<file path="src/design/sle_pkg.sv">
// sle_pkg: shared types and codes of the sorted list engine
// item structs for both channels, operation and status codes, sequencer
// states and the control word that drives the row of list cells
package sle_pkg;

   localparam int unsigned DATA_W  = 32;
   localparam int unsigned COUNT_W = 7;
   localparam int unsigned MAX_LANES = 8;

   // operation carried by a request item
   typedef enum logic [1:0] {
      FUNC_INSERT = 2'd0,
      FUNC_REMOVE = 2'd1,
      FUNC_FIND   = 2'd2,
      FUNC_COUNT  = 2'd3
   } func_type;

   // result status codes
   localparam logic [1:0] STATUS_OK        = 2'd0;
   localparam logic [1:0] STATUS_FULL      = 2'd1;
   localparam logic [1:0] STATUS_NOT_FOUND = 2'd2;

   typedef struct packed {
      func_type                   func;
      logic signed [DATA_W-1:0]   value;
   } req_type;

   typedef struct packed {
      logic                 found;
      logic [COUNT_W-1:0]   match_count;
      logic [COUNT_W-1:0]   list_size;
      logic [1:0]           status;
   } rsp_type;

   // sequencer states
   typedef enum logic [1:0] {
      ST_IDLE,
      ST_TALLY,
      ST_APPLY
   } state_type;

   // control broadcast to every cell
   typedef struct packed {
      logic load;        // compare against key, latch flags and match tag
      logic shift_tag;   // move match tags down by one lane group
      logic do_insert;   // open a slot and drop the key in
      logic do_remove;   // close the slot of the first equal entry
   } cell_ctrl_type;

endpackage

</file>
<file path="src/design/sle_cell.sv">
// sle_cell: one slot of the sorted list
// holds an entry, its compare flags and a match tag; uses sle_pkg
// trades entries with its neighbors on insert and remove
module sle_cell (
   input  logic                               clock,
   input  logic                               reset,
   input  sle_pkg::cell_ctrl_type             ctrl,
   input  logic signed [sle_pkg::DATA_W-1:0]  key,
   input  logic                               valid,
   input  logic signed [sle_pkg::DATA_W-1:0]  left_entry,
   input  logic                               left_le,
   input  logic signed [sle_pkg::DATA_W-1:0]  right_entry,
   input  logic                               tag_upper,
   output logic signed [sle_pkg::DATA_W-1:0]  entry,
   output logic                               le_flag,
   output logic                               tag
);
   import sle_pkg::*;

   logic signed [DATA_W-1:0] entry_ff, entry_in;
   logic                     lt_ff, lt_in;
   logic                     le_ff, le_in;
   logic                     tag_ff, tag_in;

   // flag capture, tag shifting and entry movement
   always_comb begin
      entry_in = entry_ff;
      lt_in    = lt_ff;
      le_in    = le_ff;
      tag_in   = tag_ff;
      if (ctrl.load) begin
         lt_in  = valid && (entry_ff < key);
         le_in  = valid && (entry_ff <= key);
         tag_in = valid && (entry_ff == key);
      end else if (ctrl.shift_tag) begin
         tag_in = tag_upper;
      end
      // entries above the insert point move up one slot
      if (ctrl.do_insert && !le_ff) begin
         entry_in = left_le ? key : left_entry;
      end
      // entries from the first match on move down one slot
      if (ctrl.do_remove && !lt_ff) begin
         entry_in = right_entry;
      end
   end

   // flags
   always_ff @(posedge clock) begin
      if (reset) begin
         lt_ff  <= 1'b0;
         le_ff  <= 1'b0;
         tag_ff <= 1'b0;
      end else begin
         lt_ff  <= lt_in;
         le_ff  <= le_in;
         tag_ff <= tag_in;
      end
   end

   // entry storage
   always_ff @(posedge clock) begin
      entry_ff <= entry_in;
   end

   assign entry   = entry_ff;
   assign le_flag = le_ff;
   assign tag     = tag_ff;

endmodule

</file>
<file path="config.mk">
export PLATFORM = sky130hd
export DESIGN_NAME = sle_cell
export DESIGN_NICKNAME = d
export VERILOG_FILES = /design/src/design/sle_pkg.sv /design/src/design/sle_cell.sv
export SDC_FILE = /design/constraint.sdc
export NUM_CORES = 1
export LEC_CHECK = 0
export BUFFER_PORTS_ARGS = -buffer_cell sky130_fd_sc_hd__buf_2
export CAP_MARGIN = 20
export CELL_PAD_IN_SITES_DETAIL_PLACEMENT = 1
export CELL_PAD_IN_SITES_GLOBAL_PLACEMENT = 1
export CORE_ASPECT_RATIO = 0.75
export CORE_MARGIN = 2
export CORE_UTILIZATION = 25
export CTS_CLUSTER_DIAMETER = 100
export DETAILED_ROUTE_END_ITERATION = 7
export PLACE_DENSITY_LB_ADDON = 0.1
export SYNTH_ARGS = -nofsm -noshare
export SYNTH_HDL_FRONTEND = slang
export SYNTH_SLANG_ARGS = --single-unit
</file>
<file path="constraint.sdc">
create_clock -name clock -period 2.7 [get_ports clock]
set_input_delay 0.54 -clock clock [delete_from_list [all_inputs] [get_ports clock]]
set_output_delay 0.54 -clock clock [all_outputs]
set_load 0.02 [all_outputs]
</file>
Yosys cells after proc, flatten, opt, wreduce, memory -nomap -nowiden
Cells that the tools add are included.
Storage, ports and cells
  register bits after elaboration: 35
  output and inout bits: 34
  input port bits: 105
  logic and storage cells: 21
Operators by class
  equal/unequal tests: 1
  muxes and demuxes: 5
  order comparisons: 2
  reduce and logical (&&, ||, !) cells: 9
Operator list (count)
  $mux 32: 3
  $eq 32x32->1: 1
  $le 32x32->1: 1
  $lt 32x32->1: 1
  $logic_and 1x1->1: 5
  $reduce_bool 2->1: 2
  $logic_not 1->1: 2
  $mux 1: 2

Longest topological paths before layout
  depth in word-level cells: 4
  mapped depth: 8
  mapped depth without buffers: 8

Worst setup path after synthesis
Ideal clock, no wire load.
  kind: input-to-reg
  start: in ctrl[0] in the netlist's numbering
  end: reg entry_ff[0], in the netlist entry[0], enable pin
  path slack: 0.380 ns
  arrival: 1.933 ns
  setup time: 0.388 ns
  required time: 2.312 ns
  stages: 4
  buffers on the path: 2
  cell sequence: nor2b_1 -> clkbuf_1 -> clkbuf_1 -> a21o_1
On the way
  longest elaborated chain between the ends: 2
Ends and longest elaborated chain
  from (decl): line sle_cell.sv:7  | input sle_pkg::cell_ctrl_type ctrl,
  $logic_and 1x1->1: line sle_cell.sv:43  | if (ctrl.do_remove && !lt_ff) begin
  $reduce_bool 2->1 (no source line)
  to (signal assigned): line sle_cell.sv:63  | entry_ff <= entry_in;
  to (decl): line sle_cell.sv:20  | logic signed [DATA_W-1:0] entry_ff, entry_in;
No other way between the ends.
A chain may end at the register's enable or synchronous reset.

Final worst setup path
  start: reg entry_ff[13], in the netlist entry[13]
  end: reg lt_ff
On the way
  longest elaborated chain between the ends: 2
Ends and longest elaborated chain
  $lt 32x32->1: line sle_cell.sv:32  | lt_in = valid && (entry_ff < key);
  $logic_and 1x1->1: line sle_cell.sv:32
  to (signal assigned): line sle_cell.sv:55  | lt_ff <= lt_in;
  to (decl): line sle_cell.sv:21  | logic lt_ff, lt_in;
No other way between the ends.

==> impl_results.md <==
* Outcome: completed
* CTS hold repair buffers at 0
* Initial Util at about a quarter
* Crit Path Max Fanout at 3
* Reg clk slew, reported paths at roughly 0.06 ns
* Slowest cell on the critical path: or4_1
* Postcts setup bufs at 0
* Drt wl/cell at roughly 14 µm
* Hold Crit Depth at 2
* Area grow syn2layout at 39.2%
* Xor/xnor cell area share of the yosys netlist at 0%
* Worst Hold End: tag$_SDFFE_PP0P_
* Critical path's largest stage delay at just under 0.5 ns
* Tmin final at 2.15 ns
* Die Y-Extent at roughly 92 µm
* CP required at roughly 2.9 ns
* Worst Path Class, Setup: reg2reg
* Placeable Area at about 10000 µm²
* FF+latch count, synth at 35
* Via count at between 2000 and 2500
* Commonest non-fill, non-tap cell in the layout: buf_2
* CP endpoint kind: flip-flop
* 1st-iter DRT viols at 48
* Post-route cell area at around 3600 µm²
* Cell Area, Placed at roughly 3400 µm²
* Wirelength, routed at around 8 mm
* Dpl hpwl at about 6.3 mm
* Slew headroom at between 60% and 70%
* Max Cap Viol at 0
* Reg2reg start: entry[13]$_DFFE_PP_
* RSZ-0062 raised after global routing: no
* Post-route setup slack at 0.553 ns
* Post-route setup TNS at 0 ns
* Largest family of logic cells by synthesized area: adder cells
* Layout cells sized above 1 at ~37%
* Max-slew violation count at 0
* CTS tree: built
* Gr usage total at around 15%
* Max clock buf depth at 2
* Cell area after synthesis at around 2600 µm²
* Most frequent cells in the layout: buf_2, nand2_1, inv_1
* H-tree depth at 2
* Leak Pwr at about 1.9 nW
* Arr. time, crit path at approximately 2.3 ns
* Root Driver: clkbuf_16
* Initial antenna violation count at 0
* Via density at roughly 4.4
* Period utilization at 79.5%
* Startpoint Class: flip-flop
* Post-Syn Instances at 270
* Io pins at about 140
* I/O Buffers at 138
* Syn nets at roughly 400
* Clk_skew at ~0.0023 ns
* P per Cell Area at approximately 530 nW/µm²
* Mean Syn Cell Area at 9.54 µm²
* Die ar. at 11100 µm²
* GRT overflow at 0
* Highest Clock Rate at 466 MHz
* Setup-failing EPs final at 0
* Reg2reg path depth at 7
* Reg2reg end: lt_ff$_SDFFE_PP0P_
* Worst hold path type: in2reg
* Post-Synth Simple-Gate Area at between 10% and 20%
* Reg2Reg Setup Slack at 0.55 ns
* Cts repair resizes at 0
* Yosys warnings at 0
* Clk_lat worst skew at around 0.28 ns
* First-pass GRT wire length at between 10 and 15 mm
* Hold path start: reset
* CTS Buf Count at 5
* GPL Wtd Cong at ~0.74
* Post-route DRC at 0
* # rows at 32
* Die W at about 120 µm
* Crit path cell chain: ha_1, nand4_1, nor3_1, a21boi_0, or4_1, a211o_2, o311ai_1
* Seq/Total Area, Yosys at 39.6%
* Nets at 544
* Synth Area in Compound Gates at between 10 and 15%
* Delay-heaviest family, CP: simple AND/OR/NAND/NOR gates
* Buf/Inv on CP at 0
* Drt pass-1 iters at 4
* Dpl ws at 0.246 ns
* Post-synthesis mux area share at roughly 12%
* Post-synth cell types at 31
* Final hold violation count at 0
* Clock sinks at 35
* Largest net degree at the start of global routing at 65
* Antenna-violating nets left at 0
* Antenna diodes at 0
* Worst-Margin Slew at between 0.5 and 0.6 ns
* Peak VDD IR at roughly 190 µV
* Synth Area in Adders at ~16%
* Vias in the first global route at 2624
[area by class of cell]
class / count / area, µm²
fill: 1233 / 6580
multi-input combinational: 189 / 1390
inverter: 35 / 131
clock buffer: 7 / 133
timing repair buffer: 141 / 738
sequential: 35 / 1020
tap: 136 / 170
clock inverter: 1 / 5.00
[cell usage after synthesis (all sizes together)]
library cell  instances  area share [%]
mux2i                32              12
o211ai                1            0.29
o311ai                1            0.34
a2bb2oi               1            0.34
nand4b                1            0.34
nor4                  1            0.24
a21boi                1            0.29
nor2b                 2            0.78
a21oi                12             2.3
and4                  1            0.34
nand4                 6             1.5
inv                  35             5.1
nor2                  2            0.29
dfxtp                 3             2.3
a211o                 1            0.39
a211oi                3            0.87
o21ai                34             6.6
buf                   3            0.58
or4b                  1            0.39
nand3                 7             1.4
nand3b                1            0.29
nor3                  2            0.39
clkbuf                8             1.2
or4                   1            0.29
nand2b                1            0.24
nand2                38             5.6
ha                   32              16
a21o                  7             2.0
edfxtp               32              37
[how the worst max path moves through the flow]
stage                                     to  cells after the start                 from
after floorplan           entry[0]$_DFFE_PP_                      4              ctrl[0]
after global placement    lt_ff$_SDFFE_PP0P_                      9              key[13]
after detailed placement  lt_ff$_SDFFE_PP0P_                      9              key[13]
after CTS                 lt_ff$_SDFFE_PP0P_                      7  entry[13]$_DFFE_PP_
after global routing      lt_ff$_SDFFE_PP0P_                      7  entry[13]$_DFFE_PP_
final                     lt_ff$_SDFFE_PP0P_                      7  entry[13]$_DFFE_PP_
[logic make-up (layout without fill, tap and decap cells)]
family,count (synthesis),after routing
and+or+nand+nor,64,64
muxes,32,32
adders and majority gates,32,32
buffers and inverters,46,184
DFF,35,35
AOI/OAI and AO/OA,61,61
[through the flow]
step                      instances  hold slack (ns)  util, %  power, mW
final                           544            0.474     35.3       1.89
after floorplan                 270            0.468        -       1.08
after detailed placement        536            0.537     33.9       1.34
after global routing            544            0.481     35.3       2.04
after CTS                       544            0.463     35.3       1.93
after global placement          536            0.532     33.9       1.33
[report_power, final]
group	total, mW	internal, mW	switching [mW]
clock	0.569	0.342	0.228
combinational	0.590	0.244	0.346
sequential	0.728	0.689	0.0398
total	1.89	1.27	0.614
[state kept, by name (all words and copies together), names as in the netlist]
| register | flops |
|---|---|
| le_flag | 1 |
| lt_ff | 1 |
| tag | 1 |
| entry | 32 |
[routing by layer]
| layer | routed length, µm | part of all wire (%) | track usage [%] | vias up |
|---|---|---|---|---|
| met5 | 0 | 0 | 0 | - |
| met4 | 70 | 0.89 | 3.45 | 0 |
| met3 | 570 | 7.3 | 4.29 | 7 |
| met2 | 3330 | 42 | 23.4 | 74 |
| met1 | 3860 | 49 | 20.4 | 1092 |
| li1 | - | - | - | 1240 |
(Power assumes the default switching activity.)
