--- config.mk ---
export PLATFORM = sky130hd
export DESIGN_NAME = sle_tally
export DESIGN_NICKNAME = d
export VERILOG_FILES = /design/src/design/sle_pkg.sv /design/src/design/sle_tally.sv
export SDC_FILE = /design/constraint.sdc
export NUM_CORES = 1
export LEC_CHECK = 0
export BUFFER_PORTS_ARGS = -buffer_cell sky130_fd_sc_hd__buf_4
export CELL_PAD_IN_SITES_DETAIL_PLACEMENT = 0
export CELL_PAD_IN_SITES_GLOBAL_PLACEMENT = 1
export CORE_MARGIN = 10
export CORE_UTILIZATION = 35
export DETAILED_ROUTE_END_ITERATION = 10
export PLACE_DENSITY_LB_ADDON = 0.1
export SLEW_MARGIN = 20
export SYNTH_ARGS = -nofsm -noshare
export SYNTH_HDL_FRONTEND = slang
export SYNTH_SLANG_ARGS = --single-unit
--- constraint.sdc ---
create_clock -name clock -period 5.4 [get_ports clock]
set_clock_uncertainty 0.05 [all_clocks]
set_input_delay 1.08 -clock clock [delete_from_list [all_inputs] [get_ports clock]]
set_output_delay 1.08 -clock clock [all_outputs]
set_load 0.01 [all_outputs]
--- src/design/sle_pkg.sv ---
// sle_pkg: shared types and codes of the sorted list engine
// item structs for both channels, operation and status codes, sequencer
// states and the control word that drives the row of list cells
package sle_pkg;

   localparam int unsigned DATA_W  = 32;
   localparam int unsigned COUNT_W = 7;
   localparam int unsigned MAX_LANES = 8;

   // operation carried by a request item
   typedef enum logic [1:0] {
      FUNC_INSERT = 2'd0,
      FUNC_REMOVE = 2'd1,
      FUNC_FIND   = 2'd2,
      FUNC_COUNT  = 2'd3
   } func_type;

   // result status codes
   localparam logic [1:0] STATUS_OK        = 2'd0;
   localparam logic [1:0] STATUS_FULL      = 2'd1;
   localparam logic [1:0] STATUS_NOT_FOUND = 2'd2;

   typedef struct packed {
      func_type                   func;
      logic signed [DATA_W-1:0]   value;
   } req_type;

   typedef struct packed {
      logic                 found;
      logic [COUNT_W-1:0]   match_count;
      logic [COUNT_W-1:0]   list_size;
      logic [1:0]           status;
   } rsp_type;

   // sequencer states
   typedef enum logic [1:0] {
      ST_IDLE,
      ST_TALLY,
      ST_APPLY
   } state_type;

   // control broadcast to every cell
   typedef struct packed {
      logic load;        // compare against key, latch flags and match tag
      logic shift_tag;   // move match tags down by one lane group
      logic do_insert;   // open a slot and drop the key in
      logic do_remove;   // close the slot of the first equal entry
   } cell_ctrl_type;

endpackage

--- src/design/sle_tally.sv ---
// sle_tally: counts match tags as they leave the bottom of the cell row
// adds one lane group per cycle while run is high, over a fixed number of sweeps; uses sle_pkg
module sle_tally #(
   parameter int unsigned LANES   = 8,
   parameter int unsigned SWEEPS  = 8,
   parameter int unsigned COUNT_W = 7
) (
   input  logic                 clock,
   input  logic                 reset,
   input  logic                 start,
   input  logic                 run,
   input  logic [LANES-1:0]     lane_tags,
   output logic [COUNT_W-1:0]   count,
   output logic                 done
);
   import sle_pkg::*;

   localparam int unsigned SWEEP_W = $clog2(SWEEPS + 1);

   logic [COUNT_W-1:0] acc_ff, acc_in;
   logic [SWEEP_W-1:0] sweep_ff, sweep_in;
   logic [COUNT_W-1:0] pop;

   // ones in the current lane group
   always_comb begin
      pop = '0;
      for (int k = 0; k < LANES; k++) begin
         pop = pop + COUNT_W'(lane_tags[k]);
      end
   end

   // accumulator and sweep counter
   always_comb begin
      acc_in   = acc_ff;
      sweep_in = sweep_ff;
      if (start) begin
         acc_in   = '0;
         sweep_in = SWEEP_W'(SWEEPS - 1);
      end else if (run) begin
         acc_in   = acc_ff + pop;
         sweep_in = sweep_ff - SWEEP_W'(1);
      end
   end

   always_ff @(posedge clock) begin
      if (reset) begin
         acc_ff   <= '0;
         sweep_ff <= '0;
      end else begin
         acc_ff   <= acc_in;
         sweep_ff <= sweep_in;
      end
   end

   assign count = acc_ff;
   assign done  = run && (sweep_ff == '0);

endmodule

# [Yosys cells after proc, flatten, opt, wreduce, memory -nomap -nowiden]
# Index checks and enable logic that the tools add are counted.
[classes] n_addsub=9 mux=2 n_reduce_logical=4
[ops] operator="6-bit by 1-bit adder with 7-bit output" n=1
[ops] operator="7-bit by 1-bit adder with 7-bit output" n=1
[ops] operator="7-bit adder" n=1
[ops] operator="5-bit by 1-bit adder with 6-bit output" n=1
[ops] operator="3-bit two-way mux" n=2
[ops] operator="4-bit by 1-bit adder with 5-bit output" n=1
[ops] operator="3-bit by 1-bit adder with 4-bit output" n=1
[ops] operator="4-bit zero test" n=1
[ops] operator="4-bit by 1-bit subtractor with 4-bit output, second input constant" n=1
[ops] operator="2-bit by 1-bit adder with 3-bit output" n=1
[ops] operator="1-bit by 1-bit adder with 2-bit output" n=1
[ops] operator="2-bit nonzero test" n=1
[ops] operator="2-bit OR reduction" n=1
[ops] operator="1-bit logical AND" n=1
[totals] regBits=11 input_bits=12 out_inout_bits=8 word_cells=18

# [Depth between registers and ports, before layout]
# Gate-level depths: netlist of run 1.
[depth] ltp_word=8 depth_mapped=11 ltp_nobuf=11

# [Worst setup path before layout of run 1]
# Ideal clock, no wire load.
[synth_timing] path_type="input -> register" startpoint="in lane_tags[0]" endpoint="reg acc_ff[6] (netlist: count[6])" setup_time_ps=115 arrival_time_ps=3937 required_ps=5235 slack_ps=1299 path_stages=10 n_path_buf=0 path_cell_list="fa_1 > inv_1 > fa_1 > fa_1 > fa_1 > fa_1 > nand2b_1 > a211oi_1 > xnor2_1 > nor2_1"
[synth_via] elab_chain_len=8
[synth_lines] item="from (decl)" line="sle_tally.sv:12" source="input logic [LANES-1:0] lane_tags,"
[synth_lines] item="1-bit by 1-bit adder with 2-bit output" line="sle_tally.sv:28" source="pop = pop + COUNT_W'(lane_tags[k]);"
[synth_lines] item="2-bit by 1-bit adder with 3-bit output" line="sle_tally.sv:28"
[synth_lines] item="3-bit by 1-bit adder with 4-bit output" line="sle_tally.sv:28"
[synth_lines] item="4-bit by 1-bit adder with 5-bit output" line="sle_tally.sv:28"
[synth_lines] item="5-bit by 1-bit adder with 6-bit output" line="sle_tally.sv:28"
[synth_lines] item="6-bit by 1-bit adder with 7-bit output" line="sle_tally.sv:28"
[synth_lines] item="7-bit by 1-bit adder with 7-bit output" line="sle_tally.sv:28"
[synth_lines] item="7-bit adder" line="sle_tally.sv:40" source="acc_in = acc_ff + pop;"
[synth_lines] item="to (signal assigned)" line="sle_tally.sv:50" source="acc_ff <= acc_in;"
[synth_lines] item="to (decl)" line="sle_tally.sv:20" source="logic [COUNT_W-1:0] acc_ff, acc_in;"
# No other way between the ends.
# A chain may end at the register's enable or synchronous reset.

# [Worst setup path after layout of run 1]
# Same ends and word-level chain as after synthesis.

==> results of run 1 <==
[power breakdown]
group	total [mW]	internal (mW)	leakage, nW	switching, mW
clock	0.0578	0.0286	0.0150	0.0292
sequential	0.0901	0.0860	0.0901	0.00405
combinational	0.0844	0.0406	0.340	0.0438
[registers in the layout, indices dropped and copies added, names as in the netlist]
name,count
sweep_ff,4
count,7
[final cells by class]
class | count | area (um^2)
timing repair buffer | 19 | 143
sequential | 11 | 220
multi-input combinational | 63 | 490
clock buffer | 4 | 26.3
inverter | 13 | 48.8
tap | 27 | 33.8
fill | 217 | 1080
[layer usage]
layer | vias up | GRT usage
met3 | 2 | 0.0418
li1 | 334 | -
met1 | 280 | 0.101
met2 | 16 | 0.117
met4 | 0 | 0.0231
met5 | - | 0
[critical path, stage by stage]
cell,delay (ns)
buf_4,0.12
fa_1,0.52
inv_1,0.05
fa_1,0.49
fa_1,0.42
fa_1,0.43
fa_1,0.41
nand2b_1,0.18
a211oi_1,0.27
xnor2_1,0.15
nor2_1,0.05
[logic make-up (layout without fill, tap and decap cells)]
logic type / after synthesis / count (layout) / synth area share
AND/OR/NAND/NOR: 30 / 30 / 0.179
AO/OA/AOI/OAI: 13 / 13 / 0.115
XOR/XNOR: 6 / 6 / 0.0677
buffers and inverters: 15 / 36 / 0.0839
multiplexers: 1 / 1 / 0.0129
adder cells (fa/ha/maj): 13 / 13 / 0.258
flip-flops: 11 / 11 / 0.284
[layout by cell type (no fill, tap or decap)]
cell / n
a2111oi_2: 1
a21oi_1: 5
clkbuf_4: 3
nand3b_1: 1
xnor2_1: 4
o211ai_1: 1
mux2i_1: 1
ha_1: 8
a211oi_1: 4
o21ai_0: 1
xor2_1: 2
nor4b_1: 1
or3_2: 1
nor4_1: 1
a31oi_1: 1
buf_4: 19
fa_1: 5
inv_2: 1
inv_1: 12
nor2_1: 17
nand2_1: 4
or2_1: 1
dfxtp_1: 11
and3_1: 1
nand2b_1: 1
nor2b_1: 1
clkbuf_1: 1
nand3_1: 1
[final timing paths]
path / from / to / slack, ns
max: lane_tags[0] / count[6] / 1.32
min: count[5] / count[5] / 0.44
max reg2reg: count[0] / count[6] / 2.37
min reg2reg: count[5] / count[5] / 0.44
[stage by stage]
step | instances | worst slack, ns
after global placement | 133 | 1.04
final | 137 | 1.32
after floorplan | 89 | 1.30
after detailed placement | 133 | 1.04
after global routing | 137 | 1.17
after CTS | 137 | 1.30
==> flow_summary_export.csv, run 1 <==
group,metric,value,unit
synth,postSynthAreaPerCell,8.72,um^2
job,number_of_max_cap_violations,0,
routing,drt-initial-drc-count,8,
floorplanning,fp.dieW,67.1,um
clock_tree,clock_tree_from_tritoncts,"done",
routing,detailroute.wirelength.met3,137,um
min_path,holdCritPathClass,"flop to flop",
clock_tree,buffer_count_from_post_cts_setup_fixing,0,
synth,synth_async_reset_ratio,0,
place,placed_area,936,um^2
global_route,grtUsageTotal,0.0810,
timing,final-setup-viol-count,0,
clock_tree,holdBufCountCts,0,
setup_path,required,5.50,ns
cells_and_area,fin_nets,136,
power_and_ir_drop,vdd.ir_drop.worst,0.167,mV
timing,totalNegativeSetupSlack,0,ns
floorplanning,floorplan.die_area,4500,um^2
setup_path,crit_path_max_fanout,3,
synth,synth-edff-count,0,
floorplanning,design.core.area,2040,um^2
cells_and_area,final_layout_size_suffix_gt1_frac,0.227,
synth,synthDominantAreaCellType,"dfxtp_1",
routing,wl,1.62,mm
outcome,status,"completed",
timing,fin_worst_hold_slack,0.442,ns
clock_tree,cts_buffer_depth,2,
clock_tree,post_cts.resized_instances,0,
timing,period_share,0.755,
routing,routed-via-count,632,
power_and_ir_drop,cellPowerDensity,241,nW/um^2
routing,drt_drc_violations_left,0,
clock_tree,clock_sinks,11,
timing,final_max_slew_viol_count,0,
synth,prevailing_post_synth_register_cell,"dfxtp_1",
routing,top_layer,"met4",
clock_tree,cts-htree-levels,1,
synth,ys_ff_latch,11,
timing,finalHoldViolations,0,
timing,min_period,4.08,ns
synth,mappedNetlistArea,776,um^2
synth,netlist.area_leader.share,0.284,
routing,pre_antenna_drt_iters,3,
routing,detail_route.wirelength.met1,761,um
synth,seq_area_frac_synth,0.284,
cells_and_area,fin_util,0.471,
cells_and_area,antennaDiodeCount,0,
routing,ant_nets,0,
global_route,grt_max_degree,13,
global_route,grt.overflow.total,0,
clock_tree,clockRootBuffer,"clkbuf_4",
cells_and_area,layout_area_overhead,24.0,%
floorplanning,pin_count,20,
synth,mapped_cells,89,
clock_tree,clk_pin_slew,0.07,ns
synth,unique_cell_type_count_in_the_yosys_netlist,27,
floorplanning,std_cell_rows,16,
synth,yosys-top-cells-area,"dfxtp_1 28%, fa_1 13%, ha_1 13%",
floorplanning,floorplan.initialDensity,0.380,
clock_tree,cts_inserted_buffers,3,
place,gp_routability_congestion,0.733,
global_route,grt_pass1_wl,2.84,mm
synth,synth.net_count,114,
place,dpl.hpwl,1.33,mm
timing,relSlewSlack,0.746,
power_and_ir_drop,p_total,0.232,mW
setup_path,critPathArrivalTime,4.18,ns
global_route,vias_in_the_first_global_route,646,
routing,avgViaCountPerCell,4.61,
floorplanning,die_h,67.1,um
power_and_ir_drop,static-leakage-power,0.445,nW
setup_path,end_kind,"flop",
setup_path,timing.critical_path.from_type,"primary input",
routing,drt-wirelength-per-cell,11.8,um
synth,yosys-top-cells-count,"17 x nor2_1, 12 x inv_1, 11 x dfxtp_1",
timing,maxClockFrequency,0.245,GHz
routing,detailroute.wirelength.met2,701,um
clock_tree,clk_latency,0.27,ns
timing,worst_slew_pin_slew,0.378,ns
synth,synth.most_common_cell,"nor2_1",
global_route,antenna_found_initial,0,
timing,grt_setup_unrepaired,"no",
setup_path,critical_path_class,"primary input to flop",
synth,warning_count_from_the_yosys_run,0,
cells_and_area,final_area,962,um^2
min_path,cell_count_of_the_worst_hold_path,2,
setup_path,worst-r2r-cell-count,9,
place,port_buffers,19,
No activity file was read; power rests on OpenSTA's default activity.
==> run 2, diff against run 1 <==
- CORE_UTILIZATION: 35 -> 34
- clock period: 5.4 -> 3.4 ns (I/O delays scaled with it)
==> flow_summary_export.csv, run 2 (same netlist as run 1, synthesis figures left out) <==
group,metric,value,unit
floorplanning,die_h,67.8,um
cells_and_area,finalNonFillerCells,140,
global_route,grtUsageTotal,0.0817,
setup_path,crit_path_max_fanout,2,
clock_tree,clock_tree_from_tritoncts,"done",
power_and_ir_drop,total_switching_power,0.131,mW
power_and_ir_drop,cellPowerDensity,391,nW/um^2
routing,avgViaCountPerCell,4.61,
floorplanning,floorplan.initialDensity,0.354,
timing,finalHoldViolations,0,
routing,drt-wirelength-per-cell,12.4,um
setup_path,crit_path_max_incr_delay,0.52,ns
timing,worst_setup_margin,-0.0574,ns
place,placedCellCount,136,
clock_tree,cts_inserted_buffers,3,
place,dpl.hpwl,1.42,mm
setup_path,critical_path_class,"primary input to flop",
global_route,grt_pass1_wl,2.88,mm
floorplanning,std_cell_rows,17,
routing,routed-via-count,645,
global_route,grt_max_degree,13,
place,port_buffers,19,
setup_path,worstPathCellList,"buf_6 > fa_1 > inv_1 > fa_1 > fa_1 > fa_2 > fa_2 > nand2b_4 > a211oi_2 > xnor2_1 > nor2_1",
clock_tree,holdBufCountCts,0,
timing,min_period,3.46,ns
timing,grt_setup_unrepaired,"yes",
power_and_ir_drop,comb_power_share,0.397,
job,number_of_max_cap_violations,0,
cells_and_area,final_layout_size_suffix_gt1_frac,0.286,
outcome,status,"finished with violations",
routing,drt_drc_violations_left,0,
power_and_ir_drop,netSwitchingFraction,0.333,
cells_and_area,layout.cells.most_common_list,"20 x buf_4, 17 x nor2_1, 12 x inv_1",
timing,final-setup-viol-count,2,
power_and_ir_drop,static-leakage-power,0.460,nW
global_route,vias_in_the_first_global_route,675,
floorplanning,design.core.area,2190,um^2
power_and_ir_drop,clkPwrFrac,0.239,
setup_path,critical_path.slowest_cell,"fa_1",
timing,final_max_slew_viol_count,0,
floorplanning,pin_count,20,
place,placed_area,975,um^2
global_route,grt.overflow.total,0,
timing,worst_slew_pin_slew,0.345,ns
clock_tree,buffer_count_from_post_cts_setup_fixing,0,
global_route,antenna_found_initial,0,
min_path,holdCritPathClass,"flop to flop",
cells_and_area,layout_area_overhead,29.5,%
clock_tree,clockRootBuffer,"clkbuf_4",
power_and_ir_drop,share_seq_of_total_power,0.364,
outcome,failed_checks,"negative setup slack",
clock_tree,clk_pin_slew,0.08,ns
routing,ant_nets,0,
clock_tree,cts-htree-levels,1,
power_and_ir_drop,vdd.ir_drop.worst,0.189,mV
setup_path,end_kind,"flop",
setup_path,critPathArrivalTime,3.56,ns
floorplanning,fp.dieW,67.8,um
cells_and_area,final_area,1000,um^2
clock_tree,clk_latency,0.27,ns
cells_and_area,most_common_library_cell_in_the_layout_ignoring_fill_and_taps,"buf_4",
setup_path,required,3.50,ns
timing,maxClockFrequency,0.289,GHz
floorplanning,floorplan.die_area,4590,um^2
cells_and_area,fin_nets,138,
cells_and_area,antennaDiodeCount,0,
setup_path,timing.critical_path.from_type,"primary input",
timing,period_share,1.02,
cells_and_area,largest_register_ffs,7,
clock_tree,cts_buffer_depth,2,
cells_and_area,fin_util,0.459,
routing,drt-initial-drc-count,20,
setup_path,path_common_cell,"fa_1",
routing,pre_antenna_drt_iters,4,
place,gp_routability_congestion,0.709,
routing,wl,1.74,mm
power_and_ir_drop,internal_power_consumption,0.262,mW
clock_tree,clock_sinks,11,
timing,relSlewSlack,0.768,
-- run 2: final timing paths --
check,endpoint,depth (start not counted),start,slack [ns]
worst max-delay path,count[6],11,lane_tags[0],-0.06
worst min-delay path,count[5],2,count[5],0.44
worst max register to register,count[6],9,count[0],0.56
worst min register to register,count[5],2,count[5],0.44
-- run 2: per-stage QoR --
step | hold WS [ns] | TNS (ns) | setup WS (ns) | power, mW
final | 0.443 | -0.0997 | -0.0574 | 0.393
after global routing | 0.478 | -0.323 | -0.142 | 0.426
after floorplan | 0.435 | -0.282 | -0.141 | 0.251
after global placement | 0.427 | -1.29 | -0.341 | 0.304
after CTS | 0.451 | -0.124 | -0.0698 | 0.402
after detailed placement | 0.437 | -1.34 | -0.350 | 0.304
-- run 2: per-layer routing --
metal / up-vias / track usage / part of all wire
met4: 0 / 0.0462 / 0.0075
met2: 15 / 0.124 / 0.45
met5: - / 0 / 0
met1: 292 / 0.0892 / 0.43
met3: 2 / 0.0430 / 0.11
li1: 336 / - / -
-- run 2: timing repair --
action / 4_1_cts / 5_1_grt
gates resized for setup: 1 / 0
setup endpoints to repair: 2 / 4
endpoints found under the hold margin: 0 / 0
pin swaps: 2 / 0
-- run 2: final cells by class --
type | count | area [um^2]
clock buffers | 4 | 26.3
well taps | 28 | 35.0
fillers | 231 | 1190
multi-input cells | 63 | 513
repair buffers | 21 | 161
flip-flops and latches | 11 | 220
inverters | 13 | 48.8
-- run 2: worst max-delay path: cells and delay by family --
| kind | cells | cell delay (ns) |
|---|---|---|
| compound gates | 1 | 0.23 |
| xor+xnor | 1 | 0.14 |
| fa+ha+maj | 5 | 2.16 |
| buf+inv | 2 | 0.14 |
| simple gates | 2 | 0.21 |
-- run 2: power by group through the flow --
stage               Combinational (mW)  Clock [mW]  Sequential, mW
global route                     0.178       0.104           0.144
CTS                              0.161      0.0986           0.143
global placement                 0.158           0           0.146
detailed placement               0.158           0           0.146
floorplan                        0.104           0           0.147
finish                           0.156      0.0938           0.143
==> run 3, diff against run 2 <==
- CORE_ASPECT_RATIO: unset -> 1.5
- SETUP_SLACK_MARGIN: unset -> 0.1
==> flow_summary_export.csv, run 3 (same netlist as run 1, synthesis figures left out) <==
group,metric,value,unit
timing,period_share,1.01,
floorplanning,std_cell_rows,21,
floorplanning,floorplan.die_area,4630,um^2
timing,worst_setup_margin,-0.0374,ns
clock_tree,clockRootBuffer,"clkbuf_4",
cells_and_area,most_common_library_cell_in_the_layout_ignoring_fill_and_taps,"buf_4",
timing,relSlewSlack,0.782,
clock_tree,cts_buffer_depth,2,
floorplanning,fp.dieW,59,um
setup_path,crit_path_max_fanout,2,
timing,min_period,3.44,ns
setup_path,end_kind,"flop",
cells_and_area,fin_util,0.461,
floorplanning,floorplan.initialDensity,0.351,
clock_tree,cts-htree-levels,1,
min_path,holdCritPathClass,"flop to flop",
routing,pre_antenna_drt_iters,4,
routing,avgViaCountPerCell,4.82,
clock_tree,clk_latency,0.27,ns
power_and_ir_drop,static-leakage-power,0.467,nW
clock_tree,clock_tree_from_tritoncts,"done",
global_route,grt_max_degree,13,
global_route,grt.overflow.total,0,
timing,grt_setup_unrepaired,"yes",
power_and_ir_drop,p_total,0.407,mW
global_route,grt_pass1_wl,3.08,mm
setup_path,timing.critical_path.from_type,"primary input",
cells_and_area,antennaDiodeCount,0,
clock_tree,cts_inserted_buffers,3,
cells_and_area,layout.cells.most_common_list,"20 x buf_4, 17 x nor2_1, 12 x inv_1",
global_route,vias_in_the_first_global_route,694,
job,number_of_max_cap_violations,0,
setup_path,critPathArrivalTime,3.54,ns
clock_tree,clock_sinks,11,
timing,worst_slew_pin_slew,0.328,ns
outcome,status,"finished with violations",
place,dpl.hpwl,1.47,mm
timing,maxClockFrequency,0.291,GHz
global_route,antenna_found_initial,0,
routing,drt-initial-drc-count,7,
cells_and_area,largest_register_ffs,7,
routing,wl,1.77,mm
routing,drt_drc_violations_left,0,
floorplanning,design.core.area,2210,um^2
setup_path,critical_path_class,"primary input to flop",
routing,routed-via-count,656,
cells_and_area,fin_nets,139,
floorplanning,pin_count,20,
setup_path,required,3.51,ns
floorplanning,die_h,78.5,um
timing,finalHoldViolations,0,
routing,ant_nets,0,
cells_and_area,final_layout_size_suffix_gt1_frac,0.301,
clock_tree,holdBufCountCts,0,
timing,final_max_slew_viol_count,0,
routing,drt-wirelength-per-cell,13.0,um
power_and_ir_drop,vdd.ir_drop.worst,0.176,mV
global_route,grtUsageTotal,0.0826,
clock_tree,clk_pin_slew,0.08,ns
outcome,failed_checks,"negative setup slack",
power_and_ir_drop,cellPowerDensity,400,nW/um^2
timing,final-setup-viol-count,2,
place,port_buffers,19,
cells_and_area,num-fill-cells,231,
cells_and_area,layout_area_overhead,31.1,%
place,gp_routability_congestion,0.704,
timing,totalNegativeSetupSlack,-0.0523,ns
==> run 3: repair_timing <==
item	in CTS	in global routing
pin swaps	3	2
setup buffers	1	0
setup endpoints to repair	4	5
hold endpoints to repair	0	0
resized for setup	3	0
==> run 3: layout make-up <==
cell class | count | area [um^2] | area share
repair buffers | 22 | 173 | 0.170
inverters | 13 | 48.8 | 0.0480
well taps | 23 | 28.8 | 0.0283
multi-input cells | 63 | 520 | 0.512
clock buffers | 4 | 26.3 | 0.0258
flip-flops and latches | 11 | 220 | 0.216
==> run 3: final timing paths <==
path / cells past startpoint / start / slack (ns) / to
setup reg to reg: 9 / count[0] / 0.58 / count[6]
hold / removal: 2 / count[5] / 0.45 / count[5]
setup / recovery: 11 / lane_tags[0] / -0.04 / count[6]
hold reg to reg: 2 / count[5] / 0.45 / count[5]
==> run 3: routing by layer <==
layer,routed length (um),vias to the layer above,global-route usage
met5,0,-,0
met4,20,0,0.0346
li1,-,339,-
met1,743,294,0.0951
met3,103,4,0.0225
met2,898,19,0.137
==> run 3: per-stage QoR <==
step / std cells / setup WS [ns] / cell area, um^2 / hold WS [ns]
floorplan: 89 / -0.141 / 798 / 0.435
global placement: 131 / -0.343 / 968 / 0.436
detailed placement: 131 / -0.362 / 968 / 0.435
CTS: 136 / -0.0640 / 1020 / 0.448
global route: 136 / -0.122 / 1020 / 0.478
finish: 136 / -0.0374 / 1020 / 0.448
==> run 3: critical path, cell delays in order <==
cell and delay [ns]:
buf_6 0.09, fa_1 0.52, inv_1 0.05, fa_1 0.49, fa_1 0.43, fa_2 0.36, fa_2 0.36, nand2b_4 0.16
a211oi_2 0.21, xnor2_1 0.14, nor2_1 0.05
==> run 3: report_power, final <==
group / switching [mW] / total, mW / internal (mW) / leakage (nW)
Combinational: 0.0822 / 0.170 / 0.0876 / 0.362
Sequential: 0.00658 / 0.143 / 0.137 / 0.0901
Clock: 0.0488 / 0.0942 / 0.0455 / 0.0150
